--- src/hw/rtl/coulomb_lj_pair_force_assert.svh ---
// Assertion macros for the pair force engine.
// Used by the top level only; expects clk and arst_n in scope.
`ifndef COULOMB_LJ_PAIR_FORCE_ASSERT_SVH
`define COULOMB_LJ_PAIR_FORCE_ASSERT_SVH

// Check that the consequent holds in the same cycle as the antecedent.
`define CLJ_ASSERT_IMP(lbl, ante, cons, msg) \
lbl: assert property (@(posedge clk) disable iff (!arst_n) (ante) |-> (cons)) \
	else $error(msg);

// Check that the consequent holds in the cycle after the antecedent.
`define CLJ_ASSERT_NXT(lbl, ante, cons, msg) \
lbl: assert property (@(posedge clk) disable iff (!arst_n) (ante) |=> (cons)) \
	else $error(msg);

`endif

--- src/hw/rtl/clj_pkg.sv ---
// Shared types and constants of the pair force engine.
// No dependencies; imported by every module of the block.
package clj_pkg;

	localparam int POS_FRAC    = 16;
	localparam int FORCE_WIDTH = 32;
	localparam int FORCE_FRAC  = 16;
	localparam int FACTOR_FRAC = 32;

	localparam int Q_DEPTH = 4;
	localparam int Q_AW    = $clog2(Q_DEPTH);
	localparam int Q_CW    = $clog2(Q_DEPTH + 1);

	localparam int PADDR_W = 3;

	localparam logic CMD_LOAD = 1'b0;
	localparam logic CMD_PAIR = 1'b1;

	localparam logic [PADDR_W-3:0] REG_COULOMB = '0;
	localparam logic [31:0] COULOMB_RESET = 32'd1392775686;

	typedef struct packed {
		logic               cmd;
		logic signed [23:0] pos_x;
		logic signed [23:0] pos_y;
		logic signed [23:0] pos_z;
		logic signed [15:0] charge;
		logic [15:0]        sigma;
		logic [15:0]        epsilon;
		logic               excluded;
	} atom_t;

	typedef struct packed {
		logic signed [31:0] force_x;
		logic signed [31:0] force_y;
		logic signed [31:0] force_z;
		logic               skipped;
		logic               saturated;
	} result_t;

	// Classified pair item, as held in the queue.
	typedef struct packed {
		logic             excluded;
		logic [2:0]       dneg;
		logic [2:0][23:0] dmag;
		logic             qneg;
		logic [15:0]      qh;
		logic [15:0]      qp;
		logic [15:0]      eh;
		logic [15:0]      ep;
		logic [16:0]      ssum;
	} pair_t;

	typedef struct packed {
		logic            valid;
		logic            full;
		logic [Q_CW-1:0] count;
	} q_stat_t;

endpackage

--- src/hw/rtl/clj_front.sv ---
// Front end: holds the home atom and turns pair items into queue entries.
// Depends on clj_pkg.
module clj_front import clj_pkg::*; (
	input  logic  clk,
	input  logic  arst_n,
	input  logic  accept,
	input  atom_t atom,
	output logic  push,
	output pair_t pair
);

	logic signed [2:0][23:0] hpos_q;
	logic signed [15:0]      hq_q;
	logic [15:0]             hs_q;
	logic [15:0]             he_q;
	logic signed [2:0][23:0] ppos;
	logic signed [24:0]      d;

	assign ppos = {atom.pos_z, atom.pos_y, atom.pos_x};

	always_ff @(posedge clk or negedge arst_n) begin
		if (!arst_n) begin
			hpos_q <= '0;
			hq_q   <= '0;
			hs_q   <= '0;
			he_q   <= '0;
		end else if (accept && atom.cmd == CMD_LOAD) begin
			hpos_q <= ppos;
			hq_q   <= atom.charge;
			hs_q   <= atom.sigma;
			he_q   <= atom.epsilon;
		end
	end

	assign push = accept && atom.cmd == CMD_PAIR;

	// delta = home - partner, kept as sign and magnitude
	always_comb begin
		pair = '0;
		for (int i = 0; i < 3; i++) begin
			d = {hpos_q[i][23], hpos_q[i]} - {ppos[i][23], ppos[i]};
			pair.dneg[i] = d[24];
			pair.dmag[i] = d[24] ? 24'(-d) : d[23:0];
		end
		pair.excluded = atom.excluded;
		pair.qneg = hq_q[15] != atom.charge[15];
		pair.qh   = hq_q[15] ? 16'(-hq_q) : hq_q;
		pair.qp   = atom.charge[15] ? 16'(-atom.charge) : atom.charge;
		pair.eh   = he_q;
		pair.ep   = atom.epsilon;
		pair.ssum = {1'b0, hs_q} + {1'b0, atom.sigma};
	end

endmodule

--- config.mk ---
export PLATFORM = sky130hd
export DESIGN_NAME = clj_front
export DESIGN_NICKNAME = d
export VERILOG_FILES = /design/src/hw/rtl/coulomb_lj_pair_force_assert.svh /design/src/hw/rtl/clj_pkg.sv /design/src/hw/rtl/clj_front.sv
export SDC_FILE = /design/constraint.sdc
export NUM_CORES = 1
export LEC_CHECK = 0
export BUFFER_PORTS_ARGS = -buffer_cell sky130_fd_sc_hd__buf_4
export CAP_MARGIN = 30
export CORE_MARGIN = 1
export CORE_UTILIZATION = 51
export CTS_CLUSTER_SIZE = 28
export DETAILED_ROUTE_END_ITERATION = 12
export PLACE_DENSITY = 0.79
export SETUP_SLACK_MARGIN = 0.2
export SYNTH_ARGS = -nofsm -noshare
export SYNTH_HDL_FRONTEND = slang
export SYNTH_SLANG_ARGS = --single-unit
--- constraint.sdc ---
create_clock -name clk -period 4.6 [get_ports clk]
set_clock_uncertainty 0.05 [all_clocks]
set_input_delay 0.46 -clock clk [delete_from_list [all_inputs] [get_ports clk]]
set_output_delay 0.46 -clock clk [all_outputs]
set_load 0.1 [all_outputs]
==> results.ini, run 1 <==
[routing]
ant_nets = 0
vias = 11500
drc = 0
drtIter0Drc = 512
vias_per_cell = 5.69
dr.pass1.iters = 5
wl_per_cell_um = 16.8
detail_route.wirelength_um = 33900

[clocking]
holdBufCountCts = 0
htree_levels = 4
cts_root_buffer = clkbuf_16
cts_buffer_depth = 2
cts-buffers-inserted = 17
clkTransAtPathRegs_ps = 60
clock_latency_ps = 410
cts.sinks = 120
cts_tree = yes

[power_and_ir_drop]
swShare_pct = 59.5
p_per_area_mw_per_mm2 = 659
ir_worst_vdd_v = 0.000997
p_int_w = 0.00435
p_switching_w = 0.00638
comb_power_share_pct = 74.6
p_leak_nw = 7.65
power_frac_clock_pct = 13.3
seq_power_share_pct = 12.1

[setup_path]
cp.depth = 11
cp_num_buf_inv = 1
crit_path_end_kind = output port
critPathLaunch = hpos_q[49]
crit_path_max_fanout = 4
rr_startpoint = hq_q[15]
critPathArrivalTime_ps = 3860
crit_chain = ha_1 -> nor2b_1 -> o31a_1 -> o211ai_2 -> a311o_1 -> nand3_1 -> xnor2_1 -> nand3_1 -> o41ai_4 -> xor2_2 -> buf_8
cp_top_family = compound AO/OA/AOI/OAI gates
start_kind = register
timing.rr.end = hq_q[15]
cp_slowest_cell = o41ai_4
cp_slowest_stage_delay_ps = 520
worstSetupPathType = reg -> out
worstRegToRegCells = 2
cp_data_required_time_ps = 4090
worst-r2r-setup-slack_ps = 3620
crit_path_frequent_cell = nand3_1

[run_status]
outcome = complete, no violations

[flow_run]
drv_cap = 0

[global_routing]
grt_pass1_wl_um = 52800
overflow = 0
grt_pass1_vias = 10900
grt_max_degree = 99
grt_util_all_layers_pct = 27.3
antenna_found_initial = 0

[finish]
nets = 1945
drive_gt1_share_pct = 33.4
final_cell_mix = buf_4, nand2_1, inv_1
insertedDiodeCount = 0
syn2layout_area_growth_pct = 37.5
fill_cells = 1741
final_common_cell = buf_4

[sta]
rsz0062_at_grt = yes
slew_viol_final = 0
worst_pin_slew_ps = 750
relSlewSlack_pct = 48.7
setup_tns_ps = 0
timing.final.crit_share_pct = 95.1
setup_ws_ps = 225
finalSetupViolations = 0
fmax_mhz = 229
period_minus_slack_ps = 4370
hold_viol_final = 0

[synthesis]
ys_types = 94
synth-edff-count = 0
synthArstFlopShare_pct = 100
synthFlopType = dfrtp_1
synth.avg_cell_area_um2 = 8.18
synth_area_mm2 = 0.0118
yosysWarnings = 0
ys_seq_area_share_pct = 25.4
synth.ff_latch_count = 120
syn_nets = 1669
synthCells = 1447

[floorplan]
rows = 55
pin_count = 284
die_height_um = 154
die_w_um = 154
die_area_mm2 = 0.0238
core_mm2 = 0.0227
initial_utilization_pct = 52.1

[placed_design]
portBuffers = 281
dp_hpwl_um = 25300
place_congestion = 0.914
pre_cts_ws_ps = 210

[min_path]
hold_path_class = in -> async

repair_timing:
action,4_1_cts,5_1_grt
buffers inserted,2,15
gates resized for setup,25,113
pin swaps,2,25
setup endpoints to repair,45,66
power groups by stage:
stage / Sequential (W) / Combinational, W / Clock (W)
finish: 0.00130 / 0.00801 / 0.00143
global route: 0.00132 / 0.00833 / 0.00150
CTS: 0.00130 / 0.00763 / 0.00146
detailed placement: 0.00131 / 0.00753 / 0
global placement: 0.00130 / 0.00748 / 0
floorplan: 0.00144 / 0.00603 / 0
cells by family (layout without fill, tap and decap cells):
| logic type | after synthesis | count (layout) | synth area share (%) |
|---|---|---|---|
| compound gates | 407 | 407 | 23.2 |
| buf+inv | 196 | 485 | 6.92 |
| flops | 120 | 120 | 25.4 |
| mux | 53 | 53 | 4.99 |
| simple gates | 427 | 427 | 18.0 |
| fa+ha+maj | 97 | 97 | 10.5 |
| xor+xnor | 147 | 147 | 11.1 |
cells in the mapped netlist (all sizes together) (21+ instances only):
| cell type | count | area, um2 |
|---|---|---|
| clkbuf | 37 | 139 |
| xnor2 | 98 | 866 |
| nand3 | 24 | 120 |
| dfrtp | 120 | 3000 |
| nor3 | 27 | 140 |
| o21ai | 143 | 716 |
| nor2 | 77 | 289 |
| nand2 | 162 | 608 |
| a21oi | 70 | 362 |
| o21a | 23 | 173 |
| ha | 93 | 1160 |
| o211ai | 21 | 173 |
| a21o | 22 | 165 |
| mux2 | 48 | 541 |
| xor2 | 48 | 420 |
| buf | 32 | 204 |
| inv | 127 | 477 |
cell type report:
| cell class | instances | area (um2) | share of cell area, % |
|---|---|---|---|
| Multi-Input combinational cell | 1131 | 9180 | 56.4 |
| Timing Repair Buffer | 326 | 2630 | 16.2 |
| Clock inverter | 10 | 143 | 0.876 |
| Tap cell | 285 | 357 | 2.19 |
| Sequential cell | 120 | 3000 | 18.4 |
| Inverter | 127 | 477 | 2.93 |
| Clock buffer | 22 | 484 | 2.97 |
stage by stage:
step	instance area, um2	power, W	utilization, %	instances	hold slack (ps)
6_report	16300	0.0107	71.7	2021	54.4
2_1_floorplan	12600	0.00747	-	1447	114
4_1_cts	15700	0.0104	68.9	2006	75.4
5_1_grt	16300	0.0111	71.7	2021	103
3_3_place_gp	14900	0.00878	65.6	1972	417
3_5_place_dp	14900	0.00884	65.6	1972	425
state kept, by name, indices dropped and copies added (netlist names):
name	flops
hs_q	16
hpos_q	72
hq_q	16
he_q	16
layer usage:
layer  vias to the layer above  part of all wire (%)  global-route usage, %
met2                       296                    49                   45.9
met3                        60                   5.1                   5.86
li1                       5676                     -                      -
met1                      5459                    43                   34.8
met5                         -                     0                      0
met4                         0                   2.8                   9.19
worst max path at each step:
stage	slack, ps	end
3_5_place_dp	210	pair[152]
3_3_place_gp	340	pair[152]
4_1_cts	170	pair[151]
6_report	230	pair[152]
2_1_floorplan	40	pair[95]
5_1_grt	20	pair[152]
No activity file was read; power rests on OpenSTA's default activity.
==> inputs of run 2 (changes only) <==
--- a/config.mk
+++ b/config.mk
@@ -12,6 +12,7 @@
 export CTS_CLUSTER_SIZE = 28
 export DETAILED_ROUTE_END_ITERATION = 12
 export PLACE_DENSITY = 0.79
+export REMOVE_ABC_BUFFERS = 1
 export SETUP_SLACK_MARGIN = 0.2
 export SYNTH_ARGS = -nofsm -noshare
 export SYNTH_HDL_FRONTEND = slang
==> run 2 against run 1 <==
Net effect: global-route usage down 0.86 points; utilization shrank 4.2 points; first-iteration DRC count is 26% higher; combinational power down 8.0%; flip-flop and latch count did not move; largest cell class unchanged.
==> results.ini, run 2 (synthesized netlist as in run 1, its figures left out) <==
[run_status]
outcome = complete, no violations

[finish]
regMostFlops = hpos_q
syn2layout_area_growth_pct = 29.4
drive_gt1_share_pct = 28.7
fin_cells = 2007
fill_cells = 1851
nets = 1931
utilization_pct = 67.4
final_area_mm2 = 0.0153
largest_reg_flops = 72
insertedDiodeCount = 0
final_common_cell = buf_4
final_cell_mix = buf_4, nand2_1, o21ai_0

[setup_path]
cp_slowest_stage_delay_ps = 570
critPathArrivalTime_ps = 3840
crit_chain = inv_2 -> ha_4 -> fa_2 -> nor2b_4 -> o31a_1 -> or2_4 -> a211oi_4 -> o2111ai_2 -> or4_4 -> nor4b_4 -> a31oi_1 -> xnor2_1 -> buf_6
start_kind = register
cp_slowest_cell = or4_4
worstSetupPathType = reg -> out
cp_num_buf_inv = 2
crit_path_end_kind = output port
cp_data_required_time_ps = 4090
crit_path_max_fanout = 4
cp_top_family = simple AND/OR/NAND/NOR gates

[clocking]
htree_levels = 4
cts.sinks = 120
clock_latency_ps = 410
cts_tree = yes
holdBufCountCts = 0
cts-buffers-inserted = 17
clkTransAtPathRegs_ps = 70
cts_buffer_depth = 2
cts_root_buffer = clkbuf_16

[sta]
worst_pin_slew_ps = 916
period_minus_slack_ps = 4350
relSlewSlack_pct = 38.9
fmax_mhz = 230
rsz0062_at_grt = yes
slew_viol_final = 0
hold_ws_ps = 109
timing.final.crit_share_pct = 94.6
hold_viol_final = 0
finalSetupViolations = 0

[global_routing]
antenna_found_initial = 0
grt_pass1_vias = 11100
grt_util_all_layers_pct = 26.4
overflow = 0
grt_pass1_wl_um = 52200
grt_max_degree = 116

[floorplan]
die_height_um = 154
pin_count = 284
initial_utilization_pct = 52.1
core_mm2 = 0.0227
rows = 55
die_area_mm2 = 0.0238
die_w_um = 154

[routing]
vias = 11400
wl_per_cell_um = 15.8
detail_route.wirelength_um = 31800
vias_per_cell = 5.66
drtIter0Drc = 646
ant_nets = 0
drc = 0
dr.pass1.iters = 5

[flow_run]
drv_cap = 0

[placed_design]
dp_hpwl_um = 23900
dpl_cell_area_mm2 = 0.0141
place_congestion = 0.933
portBuffers = 281
dp_cells = 1961

[power_and_ir_drop]
p_per_area_mw_per_mm2 = 658
seq_power_share_pct = 12.9
p_leak_nw = 7.25
p_switching_w = 0.00618
ir_worst_vdd_v = 0.000756
power_frac_clock_pct = 14.0
swShare_pct = 61.4
comb_power_share_pct = 73.2
p_int_w = 0.00389

[min_path]
hold_path_class = in -> async

[run 2: cell types whose count changed in the layout (fill, tap and decap cells not counted), moves of 4 or more]
cell / before / now
xnor2_4: 16 / 0
inv_6: 0 / 8
xor2_2: 25 / 3
buf_6: 24 / 20
xnor2_2: 28 / 2
o21ai_1: 13 / 6
o21ai_0: 123 / 135
xnor2_1: 54 / 96
o41ai_4: 5 / 1
xor2_1: 21 / 45
o21ai_2: 7 / 2
buf_8: 6 / 0
o41ai_2: 2 / 7
[run 2: area by class of cell]
cell class	instances	area, um2	share of cell area [%]
tap	285	357	2.33
sequential	120	3000	19.6
timing repair buffer	312	2440	16.0
inverter	127	477	3.11
clock buffer	19	453	2.96
multi-input combinational	1131	8430	55.0
clock inverter	13	155	1.01
[run 2: what timing repair did]
item	CTS	global route
setup endpoints to repair	57	47
pin swaps	9	28
resized for setup	33	69
buffers inserted	4	10
gates cloned	0	0
[run 2: worst paths after layout]
| path | endpoint | slack, ps | start | depth (start not counted) |
|---|---|---|---|---|
| setup / recovery | pair[128] | 250 | hpos_q[24] | 13 |
| hold / removal | hpos_q[1] | 110 | arst_n | 1 |
| setup reg to reg | hq_q[15] | 3620 | hq_q[15] | 2 |
| hold reg to reg | hpos_q[27] | 440 | hpos_q[27] | 2 |
| max in group asynchronous | hq_q[0] | 3360 | arst_n | 2 |
| min in group clk | hs_q[12] | 230 | atom[29] | 2 |
[run 2: through the flow]
stage | setup TNS, ps | total power (W) | setup WS (ps)
floorplan | -65270 | 0.00694 | -2020
global placement | 0 | 0.00829 | 231
detailed placement | 0 | 0.00836 | 147
CTS | 0 | 0.00990 | 194
global route | 0 | 0.0105 | 105
finish | 0 | 0.0101 | 247
[run 2: power by group through the flow]
stage	Combinational, W	Clock (W)	Sequential, W
6_report	0.00737	0.00141	0.00130
5_1_grt	0.00769	0.00147	0.00131
4_1_cts	0.00717	0.00144	0.00129
3_5_place_dp	0.00705	0	0.00131
3_3_place_gp	0.00699	0	0.00130
2_1_floorplan	0.00549	0	0.00145
[run 2: routing by layer]
metal  track usage [%]  vias to the layer above  routed length (um)
li1                  -                     5654                   -
met1              32.7                     5342               13600
met2              46.8                      328               15900
met3              5.83                       41                1810
met4              5.99                        0                 495
met5                 0                        -                   0
