### config.mk
export PLATFORM = sky130hd
export DESIGN_NAME = clj_queue
export DESIGN_NICKNAME = d
export VERILOG_FILES = /design/src/hw/rtl/coulomb_lj_pair_force_assert.svh /design/src/hw/rtl/clj_pkg.sv /design/src/hw/rtl/clj_queue.sv
export SDC_FILE = /design/constraint.sdc
export NUM_CORES = 1
export LEC_CHECK = 0
export BUFFER_PORTS_ARGS = -buffer_cell sky130_fd_sc_hd__buf_2
export CAP_MARGIN = 0
export CORE_ASPECT_RATIO = 0.5
export CORE_MARGIN = 5
export CORE_UTILIZATION = 45
export DETAILED_ROUTE_END_ITERATION = 8
export GPL_TIMING_DRIVEN = 1
export PLACE_DENSITY_LB_ADDON = 0.08
export REMOVE_ABC_BUFFERS = 1
export SYNTH_ARGS = -nofsm -noshare
export SYNTH_HDL_FRONTEND = slang
export SYNTH_SLANG_ARGS = --single-unit
### constraint.sdc
create_clock -name clk -period 4.9 [get_ports clk]
set_clock_uncertainty 0.05 [all_clocks]
set_input_delay 1.47 -clock clk [delete_from_list [all_inputs] [get_ports clk]]
set_output_delay 1.47 -clock clk [all_outputs]
set_load 0.005 [all_outputs]
### src/hw/rtl/coulomb_lj_pair_force_assert.svh
// Assertion macros for the pair force engine.
// Used by the top level only; expects clk and arst_n in scope.
`ifndef COULOMB_LJ_PAIR_FORCE_ASSERT_SVH
`define COULOMB_LJ_PAIR_FORCE_ASSERT_SVH

// Check that the consequent holds in the same cycle as the antecedent.
`define CLJ_ASSERT_IMP(lbl, ante, cons, msg) \
lbl: assert property (@(posedge clk) disable iff (!arst_n) (ante) |-> (cons)) \
	else $error(msg);

// Check that the consequent holds in the cycle after the antecedent.
`define CLJ_ASSERT_NXT(lbl, ante, cons, msg) \
lbl: assert property (@(posedge clk) disable iff (!arst_n) (ante) |=> (cons)) \
	else $error(msg);

`endif

### src/hw/rtl/clj_pkg.sv
// Shared types and constants of the pair force engine.
// No dependencies; imported by every module of the block.
package clj_pkg;

	localparam int POS_FRAC    = 16;
	localparam int FORCE_WIDTH = 32;
	localparam int FORCE_FRAC  = 16;
	localparam int FACTOR_FRAC = 32;

	localparam int Q_DEPTH = 4;
	localparam int Q_AW    = $clog2(Q_DEPTH);
	localparam int Q_CW    = $clog2(Q_DEPTH + 1);

	localparam int PADDR_W = 3;

	localparam logic CMD_LOAD = 1'b0;
	localparam logic CMD_PAIR = 1'b1;

	localparam logic [PADDR_W-3:0] REG_COULOMB = '0;
	localparam logic [31:0] COULOMB_RESET = 32'd1392775686;

	typedef struct packed {
		logic               cmd;
		logic signed [23:0] pos_x;
		logic signed [23:0] pos_y;
		logic signed [23:0] pos_z;
		logic signed [15:0] charge;
		logic [15:0]        sigma;
		logic [15:0]        epsilon;
		logic               excluded;
	} atom_t;

	typedef struct packed {
		logic signed [31:0] force_x;
		logic signed [31:0] force_y;
		logic signed [31:0] force_z;
		logic               skipped;
		logic               saturated;
	} result_t;

	// Classified pair item, as held in the queue.
	typedef struct packed {
		logic             excluded;
		logic [2:0]       dneg;
		logic [2:0][23:0] dmag;
		logic             qneg;
		logic [15:0]      qh;
		logic [15:0]      qp;
		logic [15:0]      eh;
		logic [15:0]      ep;
		logic [16:0]      ssum;
	} pair_t;

	typedef struct packed {
		logic            valid;
		logic            full;
		logic [Q_CW-1:0] count;
	} q_stat_t;

endpackage

### src/hw/rtl/clj_queue.sv
// Short queue between the front end and the force pipeline.
// Depends on clj_pkg.
module clj_queue import clj_pkg::*; (
	input  logic    clk,
	input  logic    arst_n,
	input  logic    push,
	input  pair_t   wdata,
	input  logic    pop,
	output pair_t   head,
	output q_stat_t stat
);

	pair_t           mem_q [Q_DEPTH];
	logic [Q_AW-1:0] wr_q;
	logic [Q_AW-1:0] rd_q;
	logic [Q_CW-1:0] count_q;

	always_ff @(posedge clk) begin
		if (push) begin
			mem_q[wr_q] <= wdata;
		end
	end

	always_ff @(posedge clk or negedge arst_n) begin
		if (!arst_n) begin
			wr_q    <= '0;
			rd_q    <= '0;
			count_q <= '0;
		end else begin
			if (push) begin
				wr_q <= wr_q + 1'b1;
			end
			if (pop) begin
				rd_q <= rd_q + 1'b1;
			end
			count_q <= count_q + Q_CW'(push) - Q_CW'(pop);
		end
	end

	assign head       = mem_q[rd_q];
	assign stat.valid = count_q != '0;
	assign stat.full  = count_q == Q_CW'(Q_DEPTH);
	assign stat.count = count_q;

endmodule

==> impl_results.md, run 1 <==
* Worst Hold Launch: wr_q[0]$_DFFE_PN0P_
* Run status: complete, no violations
* Mapped Avg Cell Area at 26.95 sq um
* Setup Buffers After CTS at 0
* Detailed placement HPWL at 28.75 mm
* Number of hold-slack violations in the final timing report at 0
* Row Count at 58
* Average wire per standard cell at 23.34 microns
* First-pass GRT wire length at 69.26 mm
* Critical register-to-register path endpoint: mem_q[0][83]$_DFFE_PP_
* Number of placed cells counting well taps at 1871
* Ports at 325
* EDFF count, synth at 632
* Maximum level of the CTS H-tree at 2
* Initial DRC Count at 572
* Placeable core region at 50580 sq um
* Count of cells along the worst register-to-register path at 4
* Critical path capture point type: primary output
* GRT Residual Overflow at 0
* CP required at 3380 ps
* Count of max-cap constraint violations at 0
* Worst setup path startpoint: rd_q[0]$_DFFE_PN0P_
* Startpoint-to-endpoint class of the critical path: reg -> out
* Share of the cycle needed by the critical path after routing at 83.84%
* Maximum number of pins on one net before global-route repair at 60
* Largest vdd supply drop at 288.5 uV
* Share of flip-flops with an asynchronous set or reset at 1.095%
* Worst path arrival time at 2590 ps
* Startpoint Class: flop
* Unrepaired setup endpoints after global routing: false
* Gate count of the mapped netlist at 860
* Capturing instance or port of the critical path: head[95]
* TritonRoute pass-1 iters at 4
* Number of distinct library cells after synthesis at 17
* Final Non-Filler Cells at 1975
* Fraction of synthesized cell area taken by the top area cell type at 81.89%
* P per Cell Area at 583.5 nW/um^2
* Floorplan die area at 56410 sq um
* Final antenna-violating net count at 0
* Worst hold-check path type: reg -> reg
* Clock sink count at 639
* Cell type of the slowest stage on the worst timing path: dfrtp_4
* Share of post-route cells with drive strength above 1 at 46.07%
* CTS hold repair buffers at 0
* Number of global-route vias before repair at 11.08k
* Library cell occupying the most area in the post-synthesis netlist: edfxtp_1
* Number of setup violations in the final report at 0
* Clk Tree Root Cell: clkbuf_16
* Routed wire length at 46.10 mm
* WHS at 480.5 ps
* Area delta synth->final at 19.08%
* Vertical die dimension at 170.5 microns
* Worst-skew pair later-pin latency at 580 ps
* Final period demand of the worst path at 4108 ps
* Number of nets in the layout at 1408
* Proportion of synthesized chip area in sequential cells at 82.65%
* Dominant cells by area after synthesis: edfxtp_1 82%, mux4_2 15%, dfrtp_1 0.76%
* Total standard cell area after synthesis at 23170 sq um
* Vias after detailed routing at 10.10k
* Relative slew slack at 41.03%
* Count of inserted antenna diode cells at 0
* Number of I/O port buffers at 324
* Post-layout util at 54.56%
* Worst-path clk slew at 70 ps
* Number of flip-flops and latches in the synthesized netlist at 639
* Static Leak at 9.361 nW
* Antenna violations before repair at 2
* Largest driver fanout on the critical path at 33
* Fmax at 243.4 MHz
* Flop-to-flop setup slack at 2670 ps
* Yosys warns at 0
* Initial core utilization at 45.82%
* Hold-critical path depth at 1
* Final sum of negative setup slack at 0 ps
* Vias per cell at 5.111
* Series of cell instances along the critical path: buf_4 -> mux4_2 -> buf_2
* Global-route usage over all layers at 16.39%
* Cts bufs inserted at 56
* Maximum clock insertion buffer count at 3
* GP Congestion at 0.6886
* Gates resized, CTS repair at 0
* Max-slew violation count at 0
* Count of unresolved DRC violations after routing at 0
* Clock tree from TritonCTS: yes
* Die W at 330.9 microns
* Synth Flop Type: edfxtp_1
* Highest cell delay on the worst timing path at 930 ps
* Startpoint of the most critical register-to-register path: wr_q[0]$_DFFE_PN0P_
* Transition at the pin with the smallest max-transition slack at 884.5 ps
final cells by class:
class | instances | area, sq um
tap | 690 | 863.3
timing repair buffer | 357 | 2095
clock buffer | 70 | 1475
clock inverter | 34 | 222.7
sequential | 639 | 19160
inverter | 6 | 22.52
multi-input combinational | 179 | 3757
fill | 3915 | 22980
through the flow:
stage          total power [mW]  cell area (sq um)  worst slack (ps)
3_3_place_gp              12.25              25900              1330
6_report                  16.10              27600             791.7
3_5_place_dp              12.33              25900              1345
5_1_grt                   16.98              27600             563.4
2_1_floorplan             10.48              22920             -3364
4_1_cts                   16.50              27600             677.8
how the worst min path moves through the flow:
| stage | to | slack [ps] |
|---|---|---|
| 6_report | wr_q[0]$_DFFE_PN0P_ | 480 |
| 5_1_grt | wr_q[0]$_DFFE_PN0P_ | 510 |
| 4_1_cts | wr_q[0]$_DFFE_PN0P_ | 490 |
| 3_5_place_dp | wr_q[0]$_DFFE_PN0P_ | 480 |
| 3_3_place_gp | wr_q[0]$_DFFE_PN0P_ | 450 |
| 2_1_floorplan | wr_q[0]$_DFFE_PN0P_ | 440 |
logic make-up after synthesis:
kind of cell / after synthesis / share of synthesized area, %
AO/OA/AOI/OAI: 1 / 0.02158
adder cells (fa/ha/maj): 7 / 0.4103
multiplexers: 158 / 15.35
AND/OR/NAND/NOR: 8 / 0.1944
buffers and inverters: 42 / 1.182
XOR/XNOR: 5 / 0.1890
flip-flops: 639 / 82.65
sequential cells by signal, indices dropped and copies added (netlist names):
| name | flops |
|---|---|
| wr_q | 2 |
| mem_q | 632 |
| rd_q | 2 |
| count_q | 3 |
cells in the final DEF (no fill, tap or decap):
cell type and n:
edfxtp_1 632, buf_2 324, mux4_2 158, clkbuf_16 57, clkinv_1 20, buf_12 18, buf_4 15, clkbuf_1 13
clkinv_2 10, inv_1 6, ha_1 6, dfrtp_1 5, and2_4 4, xnor2_1 3, bufinv_16 3, xor2_1 2
nand2_1 2, dfrtp_4 2, and3_1 1, or3_1 1, o21ai_0 1, fa_1 1, clkinvlp_4 1
Yosys cell counts (all sizes together), types with 2 or more instances:
library cell / n
and2: 4
buf: 31
clkbuf: 5
dfrtp: 7
edfxtp: 632
ha: 6
inv: 6
mux4: 158
nand2: 2
xnor2: 3
xor2: 2
worst max-delay path, delay by kind of cell, from the launching register on:
kind,cells,cell delay [ps]
mux,1,530
buf+inv,2,520
flops,1,930
report_power, final:
part / internal, mW / leakage, nW / total [mW] / switching [mW]
Clock: 2.28 / 0.831 / 4.14 / 1.86
Combinational: 2.28 / 2.65 / 4.44 / 2.16
Sequential: 7.13 / 5.88 / 7.52 / 0.389
metal layers:
layer / global-route usage (%) / vias to the layer above / part of all wire, %
met4: 3.455 / 4 / 1.6
li1: - / 4496 / -
met5: 0 / - / 0.059
met3: 3.143 / 60 / 3.3
met1: 19.39 / 5407 / 38
met2: 31.42 / 128 / 57
No activity file was read; power rests on OpenSTA's default activity.
==> run 2, diff against run 1 <==
Settings changed: ABC_AREA from default to 1.
Clock period 4.9 ns to 3.85 ns, I/O delays scaled along.
==> run 2 against run 1 <==
Effect of this change: clock power rose by 31%; first-iteration DRC count increased by 61%; sequential share of layout area decreased by 8.1 points; area after synthesis grew 16%; non-clock buffer count decreased by 2; count of clock-buffer cells in the layout rose by 4; critical endpoint is now head[90]; largest cell class unchanged; highest routed layer unchanged.
==> impl_results.md, run 2 <==
* First-pass GRT wire length at 92.14 mm (+33%)
* Post-Place Worst Slack at 931.8 ps (-413.6 ps)
* GP Congestion at 0.7692 (+12%)
* P per Cell Area at 731.1 nW/um^2 (+25%)
* Library cell occupying the most area in the post-synthesis netlist: edfxtp_1
* Count of max-cap constraint violations at 0 (unchanged)
* Placeable core region at 59200 sq um (+17%)
* Number of nets in the layout at 2999 (+110%)
* Transition at the pin with the smallest max-transition slack at 564.2 ps (-320.3 ps)
* Worst-path clk slew at 60 ps (about the same)
* Final sum of negative setup slack at 0 ps (unchanged)
* Cts bufs inserted at 57 (+1.8%)
* Relative slew slack at 62.39% (+21 points)
* Final Non-Filler Cells at 3687 (+87%)
* Worst path arrival time at 2330 ps (-260 ps)
* Number of setup violations in the final report at 0 (unchanged)
* Die W at 355.9 microns (+7.5%)
* Maximum number of pins on one net before global-route repair at 92 (+53%)
* Worst hold-check path type: in -> async
* Detailed placement HPWL at 34.95 mm (+22%)
* Worst-skew pair later-pin latency at 580 ps (about the same)
* Reg area at 19160 sq um (unchanged)
* Run status: complete, no violations
* Synth Flop Type: edfxtp_1
* CTS hold repair buffers at 0 (unchanged)
* CP required at 2640 ps (-740 ps)
* Fmax at 283.1 MHz
* Critical path capture point type: primary output
* Startpoint Class: flop
* Largest vdd supply drop at 537.0 uV (+86%)
* Row Count at 63 (+8.6%)
* Number of I/O port buffers at 324 (unchanged)
* Number of global-route vias before repair at 16.41k (+48%)
* Area of combinational cells with multiple inputs at 4730 sq um (+26%)
* Yosys warns at 0 (unchanged)
* Clock tree from TritonCTS: yes
* WHS at 354.0 ps (-126.4 ps)
* Total placed instance area at 29510 sq um (+14%)
* EDFF count, synth at 632 (unchanged)
* # fillers at 5219 (+33%)
* Proportion of synthesized chip area in sequential cells at 71.17% (-11 points)
* Routed wire length at 59.98 mm (+30%)
* Vertical die dimension at 182.9 microns (+7.3%)
* Initial DRC Count at 923 (+61%)
* Average wire per standard cell at 16.27 microns (-30%)
* Maximum level of the CTS H-tree at 2 (unchanged)
* Unrepaired setup endpoints after global routing: false
* Cell with the most instances after synthesis: nand2_1
* Number of flip-flops and latches in the synthesized netlist at 639 (unchanged)
* Clk Tree Root Cell: clkbuf_16
* Startpoint of the most critical register-to-register path: wr_q[0]$_DFFE_PN0P_
* Commonest cells post-synth: 801 x nand2_1, 644 x inv_1, 632 x edfxtp_1
* Max reg flops at 632 (unchanged)
* Static Leak at 14.49 nW (+55%)
* Initial core utilization at 45.46% (-0.35 points)
* Commonest cells after routing, fill and taps aside: 801 x nand2_1, 640 x inv_1, 632 x edfxtp_1, 324 x buf_2, 318 x nand3_1
* Area delta synth->final at 16.06%
* Worst setup path startpoint: rd_q[0]$_DFFE_PN0P_
* Share of the cycle needed by the critical path after routing at 91.73%
* Antenna violations before repair at 4 (+2)
* Total standard cell area after synthesis at 26910 sq um (+16%)
* Final antenna-violating net count at 0 (unchanged)
* Floorplan die area at 65090 sq um (+15%)
* Fraction of synthesized cell area taken by the top area cell type at 70.52% (-11 points)
* Number of distinct library cells after synthesis at 16 (-1)
* Mapped Avg Cell Area at 10.67 sq um (-60%)
* Gate count of the mapped netlist at 2522 (+190%)
* Share of post-route cells with drive strength above 1 at 15.22% (-31 points)
* Final period demand of the worst path at 3532 ps
* Total Power Consumption at 22.84 mW (+42%)
* Number of placed cells counting well taps at 3583 (+92%)
* Commonest non-fill, non-tap cell in the layout: nand2_1
* Number of hold-slack violations in the final timing report at 0 (unchanged)
* Post-route setup slack at 318.2 ps (-473.5 ps)
* Clock sink count at 639 (unchanged)
* Share of flip-flops with an asynchronous set or reset at 1.095% (unchanged)
* TritonRoute pass-1 iters at 7 (+3)
* Register with the most flip-flops: mem_q
* Ports at 325 (unchanged)
* Largest registers: mem_q: 632 flops, count_q: 3 flops
* Vias after detailed routing at 16.79k (+66%)
* Post-layout util at 52.77% (-1.8 points)
* GRT Residual Overflow at 0 (unchanged)
* Dominant cells by area after synthesis: edfxtp_1 71%, nand2_1 11%, inv_1 9.0%
* Gates resized, CTS repair at 0 (unchanged)
* Maximum clock insertion buffer count at 3 (unchanged)
* Setup Buffers After CTS at 0 (unchanged)
* Global-route usage over all layers at 18.19% (+1.8 points)
* Largest driver fanout on the critical path at 91 (+180%)
* Max-slew violation count at 0 (unchanged)
* Vias per cell at 4.555 (-11%)
* Startpoint-to-endpoint class of the critical path: reg -> out
* Post-route standard cell area excluding fillers at 31240 sq um (+13%)
* Count of unresolved DRC violations after routing at 0 (unchanged)
[run 2: layer usage]
metal	vias to the layer above	track usage, %	routed length [microns]
met5	-	0	7
met4	2	4.775	1424
met3	91	2.882	1899
met2	221	33.60	31330
met1	8004	22.47	25320
li1	8475	-	-
[run 2: worst paths after layout]
path / slack, ps / depth (start not counted) / end
max in group asynchronous: 3200 / 1 / rd_q[0]$_DFFE_PN0P_
min reg2reg: 480 / 1 / wr_q[0]$_DFFE_PN0P_
max: 320 / 6 / head[90]
min: 350 / 1 / count_q[2]$_DFF_PN0_
min in group clk: 480 / 1 / wr_q[0]$_DFFE_PN0P_
max reg2reg: 1920 / 5 / mem_q[2][68]$_DFFE_PP_
[run 2: critical path, cell delays in order (launching register included)]
cell and delay, ps:
dfrtp_4 710, inv_8 170, buf_12 330, nand2_1 90
nand3_1 90, nand2_1 100, buf_2 140
[run 2: cell type report]
class                   instances  share of cell area, %
diodes                          3                0.02403
clock buffers                  74                  4.771
clock inverters                27                 0.7450
inverters                     646                  7.867
multi-input cells            1131                  15.14
flip-flops and latches        639                  61.34
well taps                     812                  3.253
repair buffers                355                  6.858
[run 2: cell families (layout without fill, tap and decap cells)]
kind of cell    after synthesis  after routing  synth area share, %
simple gates               1120           1120                17.10
buf+inv                     752           1102                11.26
flops                       639            639                71.17
fa+ha+maj                     7              7               0.3533
xor+xnor                      3              3              0.09765
compound gates                1              1              0.01858
other cells                   0              3                    0
[run 2: power by group]
part | internal [mW] | switching (mW) | leakage [nW] | total, mW
Sequential | 9.08 | 0.342 | 5.89 | 9.42
Clock | 2.99 | 2.44 | 0.848 | 5.43
Combinational | 2.70 | 5.29 | 7.75 | 7.99
Total | 14.8 | 8.07 | 14.5 | 22.8
